$ cat src/sv/arc_pkg.sv
// ----------------------------------------------------------------------------
// ADC reading calibrator package
// Shared widths, limits, status codes and pipeline depths.
// ----------------------------------------------------------------------------
package arc_pkg;

    localparam int CODE_BITS    = 12;
    localparam int EXT_CHANNELS = 4;
    localparam int CFG_REGS     = 3;
    localparam int CFG_IDX_W    = 2;

    // 3300 mV times 100 (hundredths of a millivolt).
    localparam int CAL_SCALE    = 330000;
    localparam int CAL_SCALE_W  = 19;

    localparam int K_W   = CODE_BITS + CAL_SCALE_W;
    localparam int NUM_W = CODE_BITS + K_W + 1;
    localparam int DEN_W = 2 * CODE_BITS;
    localparam int Q_W   = 21;
    localparam int CMP_W = DEN_W + Q_W + 1;

    localparam int TD_W = 2 * CODE_BITS + 2;
    localparam int TN_W = 2 * CODE_BITS + 16;

    localparam int LANE_STAGES = Q_W + 1;
    localparam int LANES       = EXT_CHANNELS + 4;

    localparam logic [Q_W-1:0] VOLT_MAX   = Q_W'(1000000);
    localparam logic [Q_W-1:0] VBAT_MAX   = Q_W'(2000000);
    localparam logic [Q_W-1:0] TEMP_LIMIT = Q_W'(1000000);

    localparam logic [CODE_BITS-1:0] FULL_SCALE = {CODE_BITS{1'b1}};

    localparam logic [CODE_BITS-1:0] VREF_CAL_RESET = CODE_BITS'(1520);
    localparam logic [CODE_BITS-1:0] TEMP_LOW_RESET = CODE_BITS'(940);
    localparam logic [CODE_BITS-1:0] TEMP_HIGH_RESET = CODE_BITS'(1200);

    typedef enum logic [CFG_IDX_W-1:0] {
        REG_VREF_CAL  = 2'd0,
        REG_TEMP_LOW  = 2'd1,
        REG_TEMP_HIGH = 2'd2
    } cfg_index_t;

    typedef enum logic [1:0] {
        STATUS_OK        = 2'd0,
        STATUS_VREF_ZERO = 2'd1,
        STATUS_SPAN_ZERO = 2'd2
    } status_t;

endpackage

$ cat src/sv/arc_div_lane.sv
// ----------------------------------------------------------------------------
// ADC calibrator divider lane
// Pipelined restoring divider, one quotient bit per stage, saturating.
// ----------------------------------------------------------------------------
module arc_div_lane (
    input  logic                      clk,
    input  logic [arc_pkg::LANE_STAGES-1:0] load,
    input  logic [arc_pkg::NUM_W-1:0] num,
    input  logic [arc_pkg::DEN_W-1:0] den,
    input  logic [arc_pkg::Q_W-1:0]   limit,
    output logic [arc_pkg::Q_W-1:0]   quot
);
    import arc_pkg::*;

    logic [NUM_W-1:0] rem_reg [LANE_STAGES];
    logic [Q_W-1:0]   quo_reg [LANE_STAGES];
    logic [DEN_W-1:0] den_reg [LANE_STAGES];
    logic [Q_W-1:0]   lim_reg [LANE_STAGES];
    logic             ovf_reg [LANE_STAGES];

    // Entry stage: a quotient that needs more than Q_W bits is flagged here.
    always_ff @(posedge clk)
    begin
        if (load[0])
        begin
            rem_reg[0] <= num;
            quo_reg[0] <= '0;
            den_reg[0] <= den;
            lim_reg[0] <= limit;
            ovf_reg[0] <= CMP_W'(num) >= (CMP_W'(den) << Q_W);
        end
    end

    for (genvar j = 1; j < LANE_STAGES; j++)
    begin : g_step
        localparam int BIT = Q_W - j;
        logic [CMP_W-1:0] trial;
        logic             take;

        assign trial = CMP_W'(den_reg[j-1]) << BIT;
        assign take  = CMP_W'(rem_reg[j-1]) >= trial;

        always_ff @(posedge clk)
        begin
            if (load[j])
            begin
                rem_reg[j] <= take ? NUM_W'(CMP_W'(rem_reg[j-1]) - trial) : rem_reg[j-1];
                quo_reg[j] <= quo_reg[j-1] | (take ? (Q_W'(1) << BIT) : '0);
                den_reg[j] <= den_reg[j-1];
                lim_reg[j] <= lim_reg[j-1];
                ovf_reg[j] <= ovf_reg[j-1];
            end
        end
    end

    always_comb
    begin
        if (ovf_reg[LANE_STAGES-1] || quo_reg[LANE_STAGES-1] > lim_reg[LANE_STAGES-1])
        begin
            quot = lim_reg[LANE_STAGES-1];
        end
        else
        begin
            quot = quo_reg[LANE_STAGES-1];
        end
    end

endmodule

$ cat config.mk
export PLATFORM = sky130hd
export DESIGN_NAME = arc_div_lane
export DESIGN_NICKNAME = d
export VERILOG_FILES = /design/src/sv/arc_pkg.sv /design/src/sv/arc_div_lane.sv
export SDC_FILE = /design/constraint.sdc
export NUM_CORES = 2
export LEC_CHECK = 0
export BUFFER_PORTS_ARGS = -buffer_cell sky130_fd_sc_hd__buf_2
export CAP_MARGIN = 30
export CELL_PAD_IN_SITES_DETAIL_PLACEMENT = 0
export CELL_PAD_IN_SITES_GLOBAL_PLACEMENT = 2
export CORE_AREA = 2 2 339 676
export CTS_BUF_LIST = sky130_fd_sc_hd__clkbuf_8 sky130_fd_sc_hd__clkbuf_16
export CTS_CLUSTER_SIZE = 40
export DETAILED_ROUTE_END_ITERATION = 12
export DIE_AREA = 0 0 341 678
export PLACE_DENSITY_LB_ADDON = 0.1
export SYNTH_ARGS = -nofsm -noshare
export SYNTH_HDL_FRONTEND = slang
export SYNTH_SLANG_ARGS = --single-unit
$ cat constraint.sdc
create_clock -name clk -period 6.4 [get_ports clk]
set_clock_uncertainty 0.2 [all_clocks]
set_input_delay 0.64 -clock clk [delete_from_list [all_inputs] [get_ports clk]]
set_output_delay 0.64 -clock clk [all_outputs]
set_load 0.01 [all_outputs]
==> flow_metrics.py <==
metrics = {
    "synthesis": {
        "synth_top_flop_cell": "edfxtp_1",
        "synthArstFlopShare": 0,
        "synth_nets": 8558,
        "netlist_area_sq_mm": 0.101,
        "yosysSeqAreaShare": 0.636,
        "synth_seq_cells": 2143,
        "synthCells": 7878,
        "ys_types": 89,
        "synth-edff-count": 2143,
        "synth_top_area_frac": 0.636,
        "synthTopCellsByArea": "edfxtp_1, ha_1, a21oi_1",
        "yosysTopAreaCell": "edfxtp_1",
        "yosysWarnings": 0,
        "synth_area_per_cell_sq_um": 12.8,
    },
    "sta": {
        "worst_pin_slew_ns": 1.20,
        "setup-tns-final_ns": 0,
        "rsz0062_at_grt": "no",
        "finalMaxSlewViolations": 0,
        "fmax_mhz": 195,
        "period_share": 0.803,
        "setup_viol_count_final": 0,
        "fin_crit_ns": 5.14,
        "finalHoldViolations": 0,
        "max_slew_margin": 0.200,
    },
    "routing": {
        "wl_per_cell_um": 23.9,
        "firstDrtPassIters": 5,
        "drc_errors": 0,
        "drtIter0Drc": 2475,
        "viasPerCell": 5.36,
        "routed_wl_um": 273000,
        "detail-route-antenna-nets": 0,
        "vias": 61200,
    },
    "critical_path": {
        "worstSetupEndpointType": "register",
        "crit_required_ns": 6.83,
        "reg2reg_depth": 15,
        "worst-path-max-fanout": 30,
        "crit_arrival_ns": 5.57,
        "critical_path_class": "register to register",
        "startpoint_type": "register",
    },
    "clock_tree": {
        "clockBufferDepth": 4,
        "htreeDepth": 4,
        "insertion_delay_ns": 0.89,
        "postCtsSetupBuffers": 0,
        "clock-sinks": 2143,
        "cts-root-buf": "clkbuf_16",
        "clk_pin_slew_ns": 0.07,
        "tritoncts": "built",
        "numCtsBuffers": 199,
    },
    "placement": {
        "detailed_place.area_sq_mm": 0.106,
        "gp_congestion": 0.997,
        "port_buffers": 132,
        "dp_hpwl_um": 221000,
    },
    "grt": {
        "grt_pass1_wl_um": 397000,
        "antenna_found_initial": 10,
        "grt_overflow_total": 0,
        "grt_max_degree": 110,
        "met3_usage": 0.0262,
        "track_usage": 0.236,
        "grt_use_met2": 0.537,
        "met1_usage": 0.131,
        "grt_pass1_vias": 66700,
        "busiest_layer": "met2",
    },
    "min_path": {
        "hold_path_class": "input pin to register",
        "whs_path_depth": 1,
    },
    "pwr": {
        "power_mw": 48.9,
        "power.density_mw_per_mm2": 431,
        "ir_drop_mv": 0.254,
        "leakagePower_nw": 43.3,
    },
    "final_layout": {
        "finalInstanceArea_sq_mm": 0.114,
        "layout-drive-gt1-share": 0.0851,
        "nFillCells": 19600,
        "num-nets-final": 8947,
        "largest_reg_flops": 924,
        "areaGrowthSynthToFinish_pct": 12.2,
    },
    "die": {
        "fp.dieW_um": 341,
        "rows": 247,
        "die_h_um": 678,
        "design.core.area_sq_mm": 0.226,
        "start_util": 0.448,
        "fp.dieArea_sq_mm": 0.231,
        "ios": 133,
    },
    "status": {
        "status": "complete, no violations",
    },
    "run": {
        "max_cap_violations": 0,
    },
}
critical path, stage by stage (launching register included):
cell and delay [ns]:
edfxtp_1 0.39, inv_1 0.07, ha_1 0.18, fa_1 0.24, nor2b_1 0.09, o311a_1 0.37
o31ai_1 0.79, o21bai_1 0.32, a41oi_1 0.42, a21oi_1 0.18, a311o_1 0.42, a211oi_4 0.35
buf_4 0.37, buf_4 0.25, a211oi_1 0.06, a21o_1 0.16
kinds of logic after synthesis:
family / count (synthesis) / share of synthesized area
flops: 2143 / 0.636
simple gates: 1890 / 0.0919
compound gates: 1768 / 0.108
buf+inv: 836 / 0.0313
xor+xnor: 575 / 0.0498
fa+ha+maj: 568 / 0.0717
mux: 98 / 0.0109
metal layers:
metal / part of all wire / up-vias
li1: - / 30000
met5: 0.000077 / -
met2: 0.64 / 1157
met4: 0.11 / 4
met1: 0.22 / 29300
met3: 0.024 / 818
power breakdown:
part	leakage (nW)	internal [mW]	switching, mW
clock network	3.20	6.58	5.23
logic	19.3	6.50	10.1
registers	20.8	18.8	1.65
cell usage in the layout, fill, tap and decap left out, types with 252 or more instances in the layout:
master / instances
a21o_1: 252
nor2_1: 432
ha_1: 548
nand2_1: 570
xor2_1: 276
edfxtp_1: 2143
inv_1: 701
a21oi_1: 545
xnor2_1: 299
o21ai_0: 478
stage by stage:
step	worst slack [ns]	util	instances	hold slack (ns)
6_report	1.26	0.503	11400	0.0594
5_1_grt	1.00	0.502	11400	0.0509
4_1_cts	1.27	0.502	11400	0.00437
3_5_place_dp	1.30	0.470	11000	0.205
3_3_place_gp	1.24	0.469	10900	0.201
2_1_floorplan	2.72	-	7878	0.200
repair_timing:
item,4_1_cts,5_1_grt
endpoints found under the setup margin,0,0
resized for setup,0,0
hold buffers,96,0
endpoints found under the hold margin,208,0
layout make-up:
cell class | instances | area [sq um] | area share
Tap cell | 2988 | 3740 | 0.0329
Clock inverter | 150 | 1360 | 0.0120
Sequential cell | 2143 | 64400 | 0.567
Antenna cell | 19 | 47.5 | 0.000419
Timing Repair Buffer | 349 | 2710 | 0.0239
Clock buffer | 199 | 4980 | 0.0439
Inverter | 675 | 2530 | 0.0223
Multi-Input combinational cell | 4899 | 33800 | 0.298
cells in the mapped netlist (81+ instances only):
| cell | number |
|---|---|
| a21o_1 | 252 |
| a21oi_1 | 546 |
| clkbuf_1 | 138 |
| edfxtp_1 | 2143 |
| ha_1 | 548 |
| inv_1 | 673 |
| mux2_2 | 93 |
| nand2_1 | 570 |
| nand2b_1 | 102 |
| nand3_1 | 126 |
| nor2_1 | 432 |
| nor2b_1 | 81 |
| nor3_1 | 131 |
| nor4_1 | 97 |
| o21ai_0 | 479 |
| xnor2_1 | 299 |
| xor2_1 | 276 |
worst paths after layout:
path	startpoint	endpoint	slack, ns
setup / recovery	rem_reg[0][20]	rem_reg[0][67]	1.26
hold / removal	load[8]	lim_reg[8][16]	0.06
setup reg to reg	rem_reg[0][20]	rem_reg[0][67]	1.26
hold reg to reg	quo_reg[5][6]	quo_reg[5][27]	0.19
Note: power is estimated with default switching activity, not from simulation.
